==> config.mk <==
export PLATFORM = sky130hd
export DESIGN_NAME = rc_axis_timing_measure_top_flat
export DESIGN_NICKNAME = d
export VERILOG_FILES = /design/src/rtl/rcatm_pkg.sv /design/src/rtl/rcatm_if.sv /design/src/rtl/rcatm_scale.sv /design/src/rtl/rc_axis_timing_measure_top.sv /design/src/flat_wrapper.sv
export SDC_FILE = /design/constraint.sdc
export NUM_CORES = 1
export LEC_CHECK = 0
export ABC_AREA = 1
export ABC_CLOCK_PERIOD_IN_PS = 8200
export BUFFER_PORTS_ARGS = -buffer_cell sky130_fd_sc_hd__buf_4
export CORE_MARGIN = 5
export CORE_UTILIZATION = 45
export DETAILED_ROUTE_END_ITERATION = 10
export SETUP_SLACK_MARGIN = 0.2
export SLEW_MARGIN = 30
export SYNTH_ARGS = -nofsm -noshare
export SYNTH_HDL_FRONTEND = slang
export SYNTH_SLANG_ARGS = --single-unit
==> constraint.sdc <==
create_clock -name clk -period 8.2 [get_ports clk]
set_input_delay 0.82 -clock clk [delete_from_list [all_inputs] [get_ports clk]]
set_output_delay 0.82 -clock clk [all_outputs]
set_load 0.01 [all_outputs]
==> src/rtl/rcatm_pkg.sv <==
// package for the rc axis timing measurement block
// widths, register indexes, reset values and parameter defaults; no dependencies
`timescale 1ns / 1ps

package rcatm_pkg;

  localparam int TICK_W = 16;
  localparam int AXIS_W = 16;
  localparam int DIS_W  = 8;
  localparam int CFG_W  = 16;
  localparam int CFG_IDX_W = 1;

  localparam int MIN_TICKS_DEF = 10;
  localparam int MAX_TICKS_DEF = 700;

  // configuration register indexes
  localparam logic [CFG_IDX_W-1:0] CFG_DISCHARGE = 1'd0;
  localparam logic [CFG_IDX_W-1:0] CFG_TIMEOUT   = 1'd1;

  localparam logic [DIS_W-1:0]  DISCHARGE_RST = 8'd10;
  localparam logic [TICK_W-1:0] TIMEOUT_RST   = 16'd1000;

  localparam logic [TICK_W-1:0] TICK_MAX = 16'hFFFF;
  localparam logic [AXIS_W-1:0] AXIS_MID = 16'h8000;

endpackage

==> src/rtl/rcatm_if.sv <==
// valid/ready channel interfaces for the rc axis timing measurement block
// depends on rcatm_pkg
`timescale 1ns / 1ps

interface rcatm_in_if
  import rcatm_pkg::*;
();
  logic valid;
  logic ready;
  logic opcode;
  logic comparator_level;

  modport source (output valid, output opcode, output comparator_level, input ready);
  modport sink   (input valid, input opcode, input comparator_level, output ready);
endinterface

interface rcatm_out_if
  import rcatm_pkg::*;
();
  logic                     valid;
  logic                     ready;
  logic                     drive_low;
  logic                     done_res;
  logic                     timed_out;
  logic [TICK_W-1:0]        elapsed_ticks;
  logic signed [AXIS_W-1:0] axis_value;

  modport source (output valid, output drive_low, output done_res, output timed_out,
                  output elapsed_ticks, output axis_value, input ready);
  modport sink   (input valid, input drive_low, input done_res, input timed_out,
                  input elapsed_ticks, input axis_value, output ready);
endinterface

==> src/rtl/rcatm_scale.sv <==
// three-stage linear scaler: clamp, reciprocal multiply, remainder correction
// depends on rcatm_pkg; the span divide is done at elaboration
`timescale 1ns / 1ps

module rcatm_scale
  import rcatm_pkg::*;
#(
  parameter int MIN_TICKS = MIN_TICKS_DEF,
  parameter int MAX_TICKS = MAX_TICKS_DEF
) (
  input  logic              clk,
  input  logic              en,
  input  logic [TICK_W-1:0] ticks,
  output logic [AXIS_W-1:0] axis_code
);

  localparam bit DEGEN = (MAX_TICKS <= MIN_TICKS);
  localparam int SPAN  = DEGEN ? 1 : (MAX_TICKS - MIN_TICKS);
  localparam longint unsigned RECIP_L = 64'd4294901760 / 64'(SPAN);
  localparam logic [31:0]       RECIP = 32'(RECIP_L);
  localparam logic [TICK_W-1:0] LO    = TICK_W'(MIN_TICKS);
  localparam logic [TICK_W-1:0] HI    = TICK_W'(MIN_TICKS + SPAN);
  localparam logic [TICK_W-1:0] SPAN_V = TICK_W'(SPAN);

  logic [TICK_W-1:0] n_nxt, n_r, n2_r;
  logic [47:0]       prod;
  logic [31:0]       p_r;
  logic [TICK_W-1:0] q0, q;
  logic [31:0]       num, qd, rem;
  logic [AXIS_W-1:0] axis_nxt, axis_r;

  // clamp into [lo, hi] and offset
  always_comb begin
    if (ticks < LO) begin
      n_nxt = '0;
    end else if (ticks > HI) begin
      n_nxt = SPAN_V;
    end else begin
      n_nxt = ticks - LO;
    end
  end

  // n * floor(65535 * 2^16 / span), fits 32 bits since n <= span
  assign prod = {32'd0, n_r} * {16'd0, RECIP};

  // estimate is exact or one low
  always_comb begin
    q0  = p_r[31:16];
    num = {n2_r, 16'd0} - {16'd0, n2_r};
    qd  = {16'd0, q0} * {16'd0, SPAN_V};
    rem = num - qd;
    q   = (rem >= {16'd0, SPAN_V}) ? q0 + 16'd1 : q0;
    if (DEGEN) begin
      axis_nxt = AXIS_MID;
    end else begin
      axis_nxt = q ^ AXIS_MID;
    end
  end

  always_ff @(posedge clk) begin
    if (en) begin
      n_r    <= n_nxt;
      p_r    <= prod[31:0];
      n2_r   <= n_r;
      axis_r <= axis_nxt;
    end
  end

  assign axis_code = axis_r;

endmodule

==> src/rtl/rc_axis_timing_measure_top.sv <==
// rc axis timing measurement: an accepted word passes res_a, res_b, res_c and res_d to the result word
// throughput one word per cycle; the whole pipeline stalls only when the result is held
// the phase/count update is done at accept, then three scaler stages follow
// reset (synchronous, active low) clears phase, count and valid bits and loads
// discharge 10 and timeout 1000; no clearing pass
// depends on rcatm_pkg, rcatm_if and rcatm_scale
`timescale 1ns / 1ps

module rc_axis_timing_measure_top
  import rcatm_pkg::*;
#(
  parameter int MIN_TICKS = MIN_TICKS_DEF,
  parameter int MAX_TICKS = MAX_TICKS_DEF
) (
  input  logic                 clk,
  input  logic                 rst_n,
  rcatm_in_if.sink             in_ch,
  rcatm_out_if.source          out_ch,
  input  logic                 cfg_we,
  input  logic [CFG_IDX_W-1:0] cfg_index,
  input  logic [CFG_W-1:0]     cfg_data
);

  localparam logic [1:0] PH_IDLE      = 2'd0;
  localparam logic [1:0] PH_DISCHARGE = 2'd1;
  localparam logic [1:0] PH_CHARGE    = 2'd2;

  typedef struct packed {
    logic              drive;
    logic              done;
    logic              tmo;
    logic              zero;
    logic [TICK_W-1:0] elapsed;
  } res_t;

  logic [DIS_W-1:0]  discharge_r;
  logic [TICK_W-1:0] timeout_r;
  logic [1:0]        phase_r, phase_nxt;
  logic [TICK_W-1:0] cnt_r, cnt_nxt, cnt_inc, cnt_sat;
  res_t              res_nxt, res_a_r, res_b_r, res_c_r, res_d_r;
  logic              a_vld_r, b_vld_r, c_vld_r, d_vld_r;
  logic              adv, accept;
  logic [AXIS_W-1:0] axis_code;

  assign adv    = !d_vld_r || out_ch.ready;
  assign accept = in_ch.valid && adv;
  assign in_ch.ready = adv;

  assign cnt_inc = cnt_r + 16'd1;
  assign cnt_sat = (cnt_r == TICK_MAX) ? cnt_r : cnt_inc;

  always_comb begin
    phase_nxt = phase_r;
    cnt_nxt   = cnt_r;
    res_nxt   = '{drive: 1'b0, done: 1'b0, tmo: 1'b0, zero: 1'b1, elapsed: '0};
    if (in_ch.opcode) begin
      cnt_nxt = '0;
      if (discharge_r == '0) begin
        phase_nxt = PH_CHARGE;
      end else begin
        phase_nxt     = PH_DISCHARGE;
        res_nxt.drive = 1'b1;
      end
    end else begin
      unique case (phase_r)
        PH_DISCHARGE: begin
          if (cnt_inc >= {8'd0, discharge_r}) begin
            phase_nxt = PH_CHARGE;
            cnt_nxt   = '0;
          end else begin
            cnt_nxt       = cnt_inc;
            res_nxt.drive = 1'b1;
          end
        end
        PH_CHARGE: begin
          cnt_nxt = cnt_sat;
          // comparator wins over timeout on the same tick
          if (in_ch.comparator_level) begin
            res_nxt.done    = 1'b1;
            res_nxt.elapsed = cnt_sat;
            res_nxt.zero    = (cnt_sat >= timeout_r);
            phase_nxt       = PH_IDLE;
            cnt_nxt         = '0;
          end else if (cnt_sat > timeout_r || cnt_sat == TICK_MAX) begin
            res_nxt.done    = 1'b1;
            res_nxt.tmo     = 1'b1;
            res_nxt.elapsed = timeout_r;
            phase_nxt       = PH_IDLE;
            cnt_nxt         = '0;
          end
        end
        default: begin
          phase_nxt = PH_IDLE;
        end
      endcase
    end
  end

  always_ff @(posedge clk) begin
    if (!rst_n) begin
      discharge_r <= DISCHARGE_RST;
      timeout_r   <= TIMEOUT_RST;
    end else if (cfg_we) begin
      unique case (cfg_index)
        CFG_DISCHARGE: discharge_r <= cfg_data[DIS_W-1:0];
        CFG_TIMEOUT:   timeout_r   <= cfg_data[TICK_W-1:0];
        default: ;
      endcase
    end
  end

  always_ff @(posedge clk) begin
    if (!rst_n) begin
      phase_r <= PH_IDLE;
      cnt_r   <= '0;
      a_vld_r <= 1'b0;
      b_vld_r <= 1'b0;
      c_vld_r <= 1'b0;
      d_vld_r <= 1'b0;
    end else if (adv) begin
      if (accept) begin
        phase_r <= phase_nxt;
        cnt_r   <= cnt_nxt;
      end
      a_vld_r <= accept;
      b_vld_r <= a_vld_r;
      c_vld_r <= b_vld_r;
      d_vld_r <= c_vld_r;
    end
  end

  always_ff @(posedge clk) begin
    if (adv) begin
      res_a_r <= res_nxt;
      res_b_r <= res_a_r;
      res_c_r <= res_b_r;
      res_d_r <= res_c_r;
    end
  end

  rcatm_scale #(
    .MIN_TICKS(MIN_TICKS),
    .MAX_TICKS(MAX_TICKS)
  ) u_scale (
    .clk      (clk),
    .en       (adv),
    .ticks    (res_a_r.elapsed),
    .axis_code(axis_code)
  );

  assign out_ch.valid         = d_vld_r;
  assign out_ch.drive_low     = res_d_r.drive;
  assign out_ch.done_res      = res_d_r.done;
  assign out_ch.timed_out     = res_d_r.tmo;
  assign out_ch.elapsed_ticks = res_d_r.elapsed;
  assign out_ch.axis_value    = res_d_r.zero ? '0 : $signed(axis_code);

endmodule

==> src/flat_wrapper.sv <==
// flat-port wrapper written by rule: the top's interface ports become plain ports
module rc_axis_timing_measure_top_flat import rcatm_pkg::*;
#(
  parameter int MIN_TICKS = MIN_TICKS_DEF,
  parameter int MAX_TICKS = MAX_TICKS_DEF
)
  (clk, rst_n, cfg_we, cfg_index, cfg_data, in_ch_valid, in_ch_opcode, in_ch_comparator_level, in_ch_ready, out_ch_valid, out_ch_drive_low, out_ch_done_res, out_ch_timed_out, out_ch_elapsed_ticks, out_ch_axis_value, out_ch_ready);
  rcatm_in_if in_ch_i ();
  rcatm_out_if out_ch_i ();
  input  logic clk;
  input  logic rst_n;
  input  logic cfg_we;
  input  logic [CFG_IDX_W-1:0] cfg_index;
  input  logic [CFG_W-1:0] cfg_data;
  input wire logic [$bits(in_ch_i.valid)-1:0] in_ch_valid;
  input wire logic [$bits(in_ch_i.opcode)-1:0] in_ch_opcode;
  input wire logic [$bits(in_ch_i.comparator_level)-1:0] in_ch_comparator_level;
  output wire logic [$bits(in_ch_i.ready)-1:0] in_ch_ready;
  output wire logic [$bits(out_ch_i.valid)-1:0] out_ch_valid;
  output wire logic [$bits(out_ch_i.drive_low)-1:0] out_ch_drive_low;
  output wire logic [$bits(out_ch_i.done_res)-1:0] out_ch_done_res;
  output wire logic [$bits(out_ch_i.timed_out)-1:0] out_ch_timed_out;
  output wire logic [$bits(out_ch_i.elapsed_ticks)-1:0] out_ch_elapsed_ticks;
  output wire logic [$bits(out_ch_i.axis_value)-1:0] out_ch_axis_value;
  input wire logic [$bits(out_ch_i.ready)-1:0] out_ch_ready;
  assign in_ch_i.valid = in_ch_valid;
  assign in_ch_i.opcode = in_ch_opcode;
  assign in_ch_i.comparator_level = in_ch_comparator_level;
  assign in_ch_ready = in_ch_i.ready;
  assign out_ch_valid = out_ch_i.valid;
  assign out_ch_drive_low = out_ch_i.drive_low;
  assign out_ch_done_res = out_ch_i.done_res;
  assign out_ch_timed_out = out_ch_i.timed_out;
  assign out_ch_elapsed_ticks = out_ch_i.elapsed_ticks;
  assign out_ch_axis_value = out_ch_i.axis_value;
  assign out_ch_i.ready = out_ch_ready;
  rc_axis_timing_measure_top #(.MIN_TICKS(MIN_TICKS), .MAX_TICKS(MAX_TICKS)) u_core (.clk(clk), .rst_n(rst_n), .in_ch(in_ch_i), .out_ch(out_ch_i), .cfg_we(cfg_we), .cfg_index(cfg_index), .cfg_data(cfg_data));
endmodule
# == Yosys cells after proc, flatten, opt, wreduce, memory -nomap -nowiden ==
# Cells that the tools add are included.
# totals
word_cells,93
regBits,206
output_inout_bits,37
# classes
add_sub_neg,5
n_eq_ne,6
n_mux,23
bitwise,4
n_lt_le_gt_ge,6
reduce_logical,14
n_mul,2
# ops
operator,count
$mux 16,9
$add 16x1->16 const B,2
$eq 16x16->1 const B,2
$ge 32x10->1 const B,1
$mul 16x23->32 const B,1
$pmux 16 s2,1
$sub 32x16->32,1
$sub 32x26->32,1
$mul 16x9->25 const B,1
$ge 16x16->1,1
$ge 16x8->1,1
$gt 16x10->1 const B,1
$gt 16x16->1,1
$lt 16x4->1 const B,1
$sub 16x4->16 const B,1
$mux 2,6
$mux 10,1
$logic_not 8->1,1
$reduce_or 3->1,2
$mux 1,5
$ne 4x3->1 const B,1
$not 1->1,4
$pmux 2 s2,1
$reduce_and 2->1,2
10 further kinds,12

# == Longest topological paths before layout ==
# Gate-level depths: netlist of the first run.
# logic_depth
ltp_word,8
mapped_depth,42

# == By module ==
# A second synthesis of the first run with hierarchy kept.
# hier_totals
hier_cells,2485
area_unflattened_um2,20764.9
# modules_own_cells
module,area_per_inst_um2,n_inst,cells_per_inst,seq_area_each_um2
rcatm_scale,14584.0,1,1814,1921.8
rc_axis_timing_measure_top,6180.9,1,671,3323.2

# == Worst setup path after synthesis of the first run ==
# Ideal clock, no wire load.
# synth_timing
kind,reg2reg
start,register u_core.u_scale.p_r[19]
end,register u_core.u_scale.axis_r[10] (netlist: u_core.u_scale.axis_code[10]) (data pin)
path_slack_ns,2.068
path_stages_with_launch,39
period_less_slack_ns,6.132
t_arrival_ns,5.878
setup_time_ns,0.254
required_time_ns,7.946
cell_sequence,edfxtp_1 > ha_1 > inv_1 > fa_1 > inv_1 > fa_1 > inv_1 > fa_1 > inv_1 > ha_1 > inv_1 > nor3_1 > nand2_1 > nand2_1 > nand2_1 > nand2_1 > a21o_1 > nand2_1 > [3 not listed] > ha_1 > inv_1 > ha_1 > nand2_1 > inv_1 > nand3_1 > nor3_1 > and2_1 > nand2_1 > nand3_1 > nand2_1 > nor2_1 > nand2_1 > nor2_4 > nand3_2 > buf_4 > nand3_1 > nand2_1
# synth_between
elab_chain_cells,4
word_cells_on_any_way,5
cone_classes,add/sub (2); mul (1); order compare (1); mux (1)
# synth_lines
item,line_no,text
"start, declared",rcatm_scale.sv:27,logic [31:0] p_r;
"start signal, assigned",rcatm_scale.sv:63,p_r <= prod[31:0];
$mul 16x9->25,rcatm_scale.sv:50,"qd = {16'd0, q0} * {16'd0, SPAN_V};"
$sub 32x26->32,rcatm_scale.sv:51,rem = num - qd;
$ge 32x10->1,rcatm_scale.sv:52,"q = (rem >= {16'd0, SPAN_V}) ? q0 + 16'd1 : q0;"
$mux 16 *,rcatm_scale.sv:52,
via u_core.u_scale.axis_nxt[10],rcatm_scale.sv:30,"logic [AXIS_W-1:0] axis_nxt, axis_r;"
"end signal, assigned",rcatm_scale.sv:65,axis_r <= axis_nxt;
"end, declared",rcatm_scale.sv:30,
# The timed path passes the listed nets; every way through them passes the cells marked *.
# A chain may end at the register's enable or synchronous reset.

# == Worst setup path in the final report of the first run ==
# layout_timing
start,register u_core.u_scale.p_r[18]
end,register u_core.u_scale.axis_r[14] (netlist: u_core.u_scale.axis_code[14]) (data pin)
# The elaborated chain is that of the path after synthesis.

==> qor.txt, run 1 <==
Outcome: finished clean
RSZ-0062 raised after global routing: false
Final layout net count: 2919
Ys Warns: 0
Largest stage delay on the critical path: 0.56 ns
Residual DRC count: 0
Register area: 5250 sq um
Seq/Total Area, Yosys: 0.257
Clk Latency, worst-skew pair: 0.46 ns
Maxcap violations: 0
Leading post-synthesis cells by cell area: edfxtp_1 (21%), fa_1 (18%), ha_1 (16%)
DRT antenna net count: 0
Mapped Cells: 2397
Crit path max fanout: 13
M1 GR Usage: 0.279
Share of cells above drive strength 1: 0.0717
GRT Resource Usage Total: 0.214
Initial antenna violation count: 0
DP HPWL: 44500 microns
Initial Util: 0.453
Number of CTS-inserted buffers: 17
Setup repair bufs after CTS: 0
Via count: 15500
First-pass GRT wire length: 84500 microns
Largest area contributor in the netlist: edfxtp_1
Die Width: 223 microns
Slew Viols, Final: 0
Buffers on Ports: 60
# IOs: 61
Die height: 223 microns
Critical Path Most Common Cell: nand2_1
Initial DRT Pass Iterations: 7
Die area: 49700 sq um
F_max: 140 MHz
Slowest stage cell, crit path: edfxtp_1
H-Tree Depth: 4
Clock Path Buffers: 2
Largest net degree at the start of global routing: 57
Slew headroom: 0.488
Congestion Overflow GR: 0
Area grow syn2layout: 7.67%
Finish-stage setup viols: 0
Ant diodes: 0
Core Box Area: 45100 sq um
Kind of end point of the critical path: flop
Part of the cycle the worst path needs: 0.873
Placer Congestion: 0.935
Initial DRC Count: 814
Multi-input combinational cell area: 12900 sq um
Share of the synthesized area in the top cell type: 0.212
EDFF count, synth: 144
PostCTS Resize Cnt: 0
Global Route met3 Usage: 0.0283
Routed WL per cell: 17.3 microns
Fillcell total: 4428
Worst Skew: 0.0195 ns
Yosys reg bits: 190
Async SR Flop Fraction: 0
Via-per-instance ratio: 5.07
TNS Setup: 0 ns
Crit path launch type: flop
Grt met2 use: 0.370
Worst Hold Class: flop to flop
Slew @ Worst Pin: 0.765 ns
Netlist cell types: 55
CTS tree: done
Ys flop type: edfxtp_1
Setup CP Type: flop to flop
Final wirelength: 52800 microns
Most used routing layer: met2
CTS Hold Bufs: 0
Final Hold Violating Endpoints: 0
Root Driver: clkbuf_16
Reg clk slew, reported paths: 0.07 ns
Min cycle time layout: 7.16 ns
Core Rows: 78
Vias in the first global route: 15900
CP Data Required Time: 8.41 ns
Synth Cell Area: 20400 sq um
Crit path DAT: 7.37 ns
Mapped Avg Cell Area: 8.52 sq um
Clock sink total: 190
sequential cells by signal, indices dropped and copies added, names as in the netlist, 2 cells and up:
register                     count
u_core.res_a_r                  20
u_core.res_b_r                  20
u_core.res_c_r                  20
u_core.cnt_r                    16
u_core.out_ch.elapsed_ticks     16
u_core.timeout_r                16
u_core.u_scale.axis_code        16
u_core.u_scale.n2_r             16
u_core.u_scale.n_r              16
u_core.u_scale.p_r              16
u_core.discharge_r               8
u_core.phase_r                   2
cell usage in the layout (no fill, tap or decap), types with 5 or more instances in the layout:
master,instances
xor2_1,43
inv_1,537
nand3b_1,6
o211ai_1,12
xnor2_1,31
inv_2,9
nand2_2,19
ha_1,264
nand3_1,99
fa_1,188
edfxtp_1,144
o21a_1,6
nand3_2,8
nor2_1,158
dfxtp_1,46
nand4_1,37
nor2_4,8
o21ai_2,6
nand2_4,5
nor3_1,20
buf_4,62
o21ai_0,62
clkbuf_16,17
nor2_2,9
nand2_1,468
a21oi_1,120
cells by family (layout without fill, tap and decap cells):
logic type,count (synthesis),after routing,share of synthesized area
other,1,3,0.000184
AO/OA/AOI/OAI,241,241,0.0680
flip-flops,190,190,0.257
buffers and inverters,587,644,0.113
AND/OR/NAND/NOR,852,852,0.184
adder cells (fa/ha/maj),452,452,0.346
XOR/XNOR,74,74,0.0317
synth_stat cells (all sizes together), types with 2 or more instances:
master  number
nand3b       6
a31oi        4
clkinv       3
xor2        43
a21boi       3
nor4         3
o21bai       3
o221ai       2
inv        547
nor2       175
xnor2       31
nand3      109
clkbuf      14
o21ai       70
dfxtp       46
nand4       39
or2          2
o22ai        4
a21oi      123
o211ai      12
o31ai        4
o21a         6
nor3        22
a21o         3
a221oi       3
fa         188
nand2      492
ha         264
buf         23
edfxtp     144
critical path: cells and delay by family (launching register included):
| kind | cells | cell delay, ns |
|---|---|---|
| simple gates | 14 | 2.03 |
| flops | 1 | 0.56 |
| xor+xnor | 1 | 0.14 |
| compound gates | 5 | 0.94 |
| fa+ha+maj | 7 | 3.00 |
| buf+inv | 4 | 0.23 |
routing by layer:
layer  wire, microns  share of wire  up-vias
met4            1640          0.031        0
met3            1830          0.035       73
met1           23400           0.44     7419
li1                -              -     7675
met2           25900           0.49      315
met5               0              0        -
area by class of cell:
cell class / count / share of cell area
multi-input cells: 1622 / 0.586
flip-flops and latches: 190 / 0.239
inverters: 550 / 0.0942
well taps: 600 / 0.0341
repair buffers: 62 / 0.0212
clock buffers: 17 / 0.0193
clock inverters: 15 / 0.00666
worst paths after layout:
kind                                              from                      endpoint  slack [ns]  cells past startpoint
worst min-delay path                u_core.res_a_r[17]            u_core.res_b_r[17]        0.42                      0
worst max-delay path            u_core.u_scale.p_r[18]  u_core.u_scale.axis_code[14]        1.04                     31
worst min register to register      u_core.res_a_r[17]            u_core.res_b_r[17]        0.42                      0
worst max register to register  u_core.u_scale.p_r[18]  u_core.u_scale.axis_code[14]        1.04                     31
per-stage QoR:
stage | instance area, sq um | setup slack [ns] | cells | utilization | hold slack (ns)
after detailed placement | 21400 | 1.05 | 3024 | 0.475 | 0.405
after global placement | 21400 | 1.09 | 3024 | 0.475 | 0.401
after CTS | 22000 | 1.03 | 3056 | 0.488 | 0.417
after global routing | 22000 | 0.546 | 3056 | 0.488 | 0.427
after floorplan | 20400 | 2.07 | 2399 | - | 0.400
final | 22000 | 1.04 | 3056 | 0.488 | 0.418
Power of run 1 is not shown: default switching activity piles up to over one toggle a cycle in this logic, so the estimate is an artifact.
==> inputs of run 2 (changes only) <==
Settings changed: CORE_UTILIZATION 45 to 54, PLACE_DENSITY set to 0.71.
==> run 2 against run 1 <==
Worst setup slack improved by 0.089 ns. Hold slack improved by 0.0052 ns. Design area fell by 0.50%. Clock skew shrank 0.0060 ns. Maximum frequency is 1.3% higher. Count of clock-buffer cells in the layout grew 1. Sequential cell count did not move. Via count increased by 0.71%. Global-route usage is 3.4 points higher. Utilization increased by 9.6 points. Register-to-register slack gained 0.09 ns. Critical path depth grew 2.
==> qor.txt, run 2 (synthesis gave the netlist of run 1 again) <==
Outcome: finished clean
Initial antenna violation count: 0 (unchanged)
Setup CP Type: flop to flop
# IOs: 61 (unchanged)
Clock sink total: 190 (unchanged)
RSZ-0062 raised after global routing: false
Final Hold Violating Endpoints: 0 (unchanged)
Largest net degree at the start of global routing: 57 (unchanged)
CTS Hold Bufs: 0 (unchanged)
Core Rows: 71 (-9.0%)
Reg-to-reg slack, setup: 1.13 ns (+0.09 ns)
Slew @ Worst Pin: 0.946 ns (+0.181 ns)
Clk Latency, worst-skew pair: 0.45 ns (about the same)
Slew Viols, Final: 0 (unchanged)
Initial DRT Pass Iterations: 7 (unchanged)
Part of the cycle the worst path needs: 0.863 (-0.0109)
Initial DRC Count: 925 (+14%)
Via count: 15600 (+0.71%)
Slew headroom: 0.367 (-0.122)
TNS Setup: 0 ns (unchanged)
H-Tree Depth: 4 (unchanged)
Fillcell total: 3354 (-24%)
Min cycle time layout: 7.07 ns (-0.0895 ns)
Share of cells above drive strength 1: 0.0701 (-0.00160)
Ant diodes: 0 (unchanged)
Final layout net count: 2919 (unchanged)
Slowest stage cell, crit path: edfxtp_1
Final wirelength: 50100 microns (-5.1%)
WP buf/inv: 6 (+2)
Setup repair bufs after CTS: 0 (unchanged)
Die height: 204 microns (-8.3%)
Largest stage delay on the critical path: 0.54 ns (-0.02 ns)
Most frequent cells in the layout: inv_1 (537), nand2_1 (468), ha_1 (264)
Number of CTS-inserted buffers: 17 (unchanged)
GRT Resource Usage Total: 0.249 (+0.0341)
F_max: 141 MHz (+1.3%)
Via-per-instance ratio: 5.26 (+3.8%)
DP HPWL: 42900 microns (-3.7%)
Design area: 21900 sq um (-0.50%)
Commonest non-fill, non-tap cell in the layout: inv_1
Hold WS: 0.423 ns (+0.00517 ns)
Kind of end point of the critical path: flop
Finish-stage setup viols: 0 (unchanged)
Buffers on Ports: 60 (unchanged)
Die Width: 204 microns (-8.3%)
Crit-path leading delay family: adder cells
Congestion Overflow GR: 0 (unchanged)
Critical Path Most Common Cell: nand2_1
Vias in the first global route: 15900 (+0.12%)
DRT antenna net count: 0 (unchanged)
CP Data Required Time: 8.40 ns (about the same)
Worst Hold Class: flop to flop
Placer Congestion: 0.983 (+5.1%)
Reg clk slew, reported paths: 0.08 ns (about the same)
Initial Util: 0.545 (+0.0918)
Worst Skew: 0.0135 ns (-0.00599 ns)
Core Box Area: 37500 sq um (-17%)
Top flop regs: u_core.res_a_r (20), u_core.res_b_r (20), u_core.res_c_r (20)
PostCTS Resize Cnt: 0 (unchanged)
Clock Path Buffers: 2 (unchanged)
Die area: 41800 sq um (-16%)
Util after Layout: 0.584 (+0.0960)
Crit path DAT: 7.28 ns (-0.09 ns)
Root Driver: clkbuf_16
Maxcap violations: 0 (unchanged)
Residual DRC count: 0 (unchanged)
Crit path launch type: flop
Crit path max fanout: 13 (unchanged)
Routed WL per cell: 16.9 microns (-2.3%)
Placed Area: 21300 sq um (-0.54%)
CTS tree: done
First-pass GRT wire length: 81700 microns (-3.3%)
Area grow syn2layout: 7.13%
==> run 2: final timing paths <==
path                                              from                      endpoint  cells after the start
worst max register to register  u_core.u_scale.p_r[17]  u_core.u_scale.axis_code[13]                     33
worst min register to register       u_core.res_b_r[3]             u_core.res_c_r[3]                      0
worst min-delay path                 u_core.res_b_r[3]             u_core.res_c_r[3]                      0
worst max-delay path            u_core.u_scale.p_r[17]  u_core.u_scale.axis_code[13]                     33
==> run 2: through the flow <==
stage	setup slack (ns)	instances
final	1.13	2966
after detailed placement	1.22	2935
after CTS	1.19	2966
after floorplan	2.07	2399
after global routing	0.576	2966
after global placement	1.27	2935
==> run 2: layout make-up <==
cell class                      instances  area (sq um)  share of cell area
Multi-Input combinational cell       1622         12900               0.589
Sequential cell                       190          5250               0.240
Inverter                              550          2070              0.0947
Tap cell                              511           639              0.0292
Timing Repair Buffer                   62           465              0.0213
Clock buffer                           18           429              0.0196
Clock inverter                         13           150             0.00686
==> run 2: routing by layer <==
| metal | track usage | wire [microns] |
|---|---|---|
| met2 | 0.432 | 24900 |
| met5 | 0 | 0 |
| met3 | 0.0360 | 2590 |
| met4 | 0.0833 | 1520 |
| met1 | 0.320 | 21100 |
Power of run 2 is left out for the same reason.
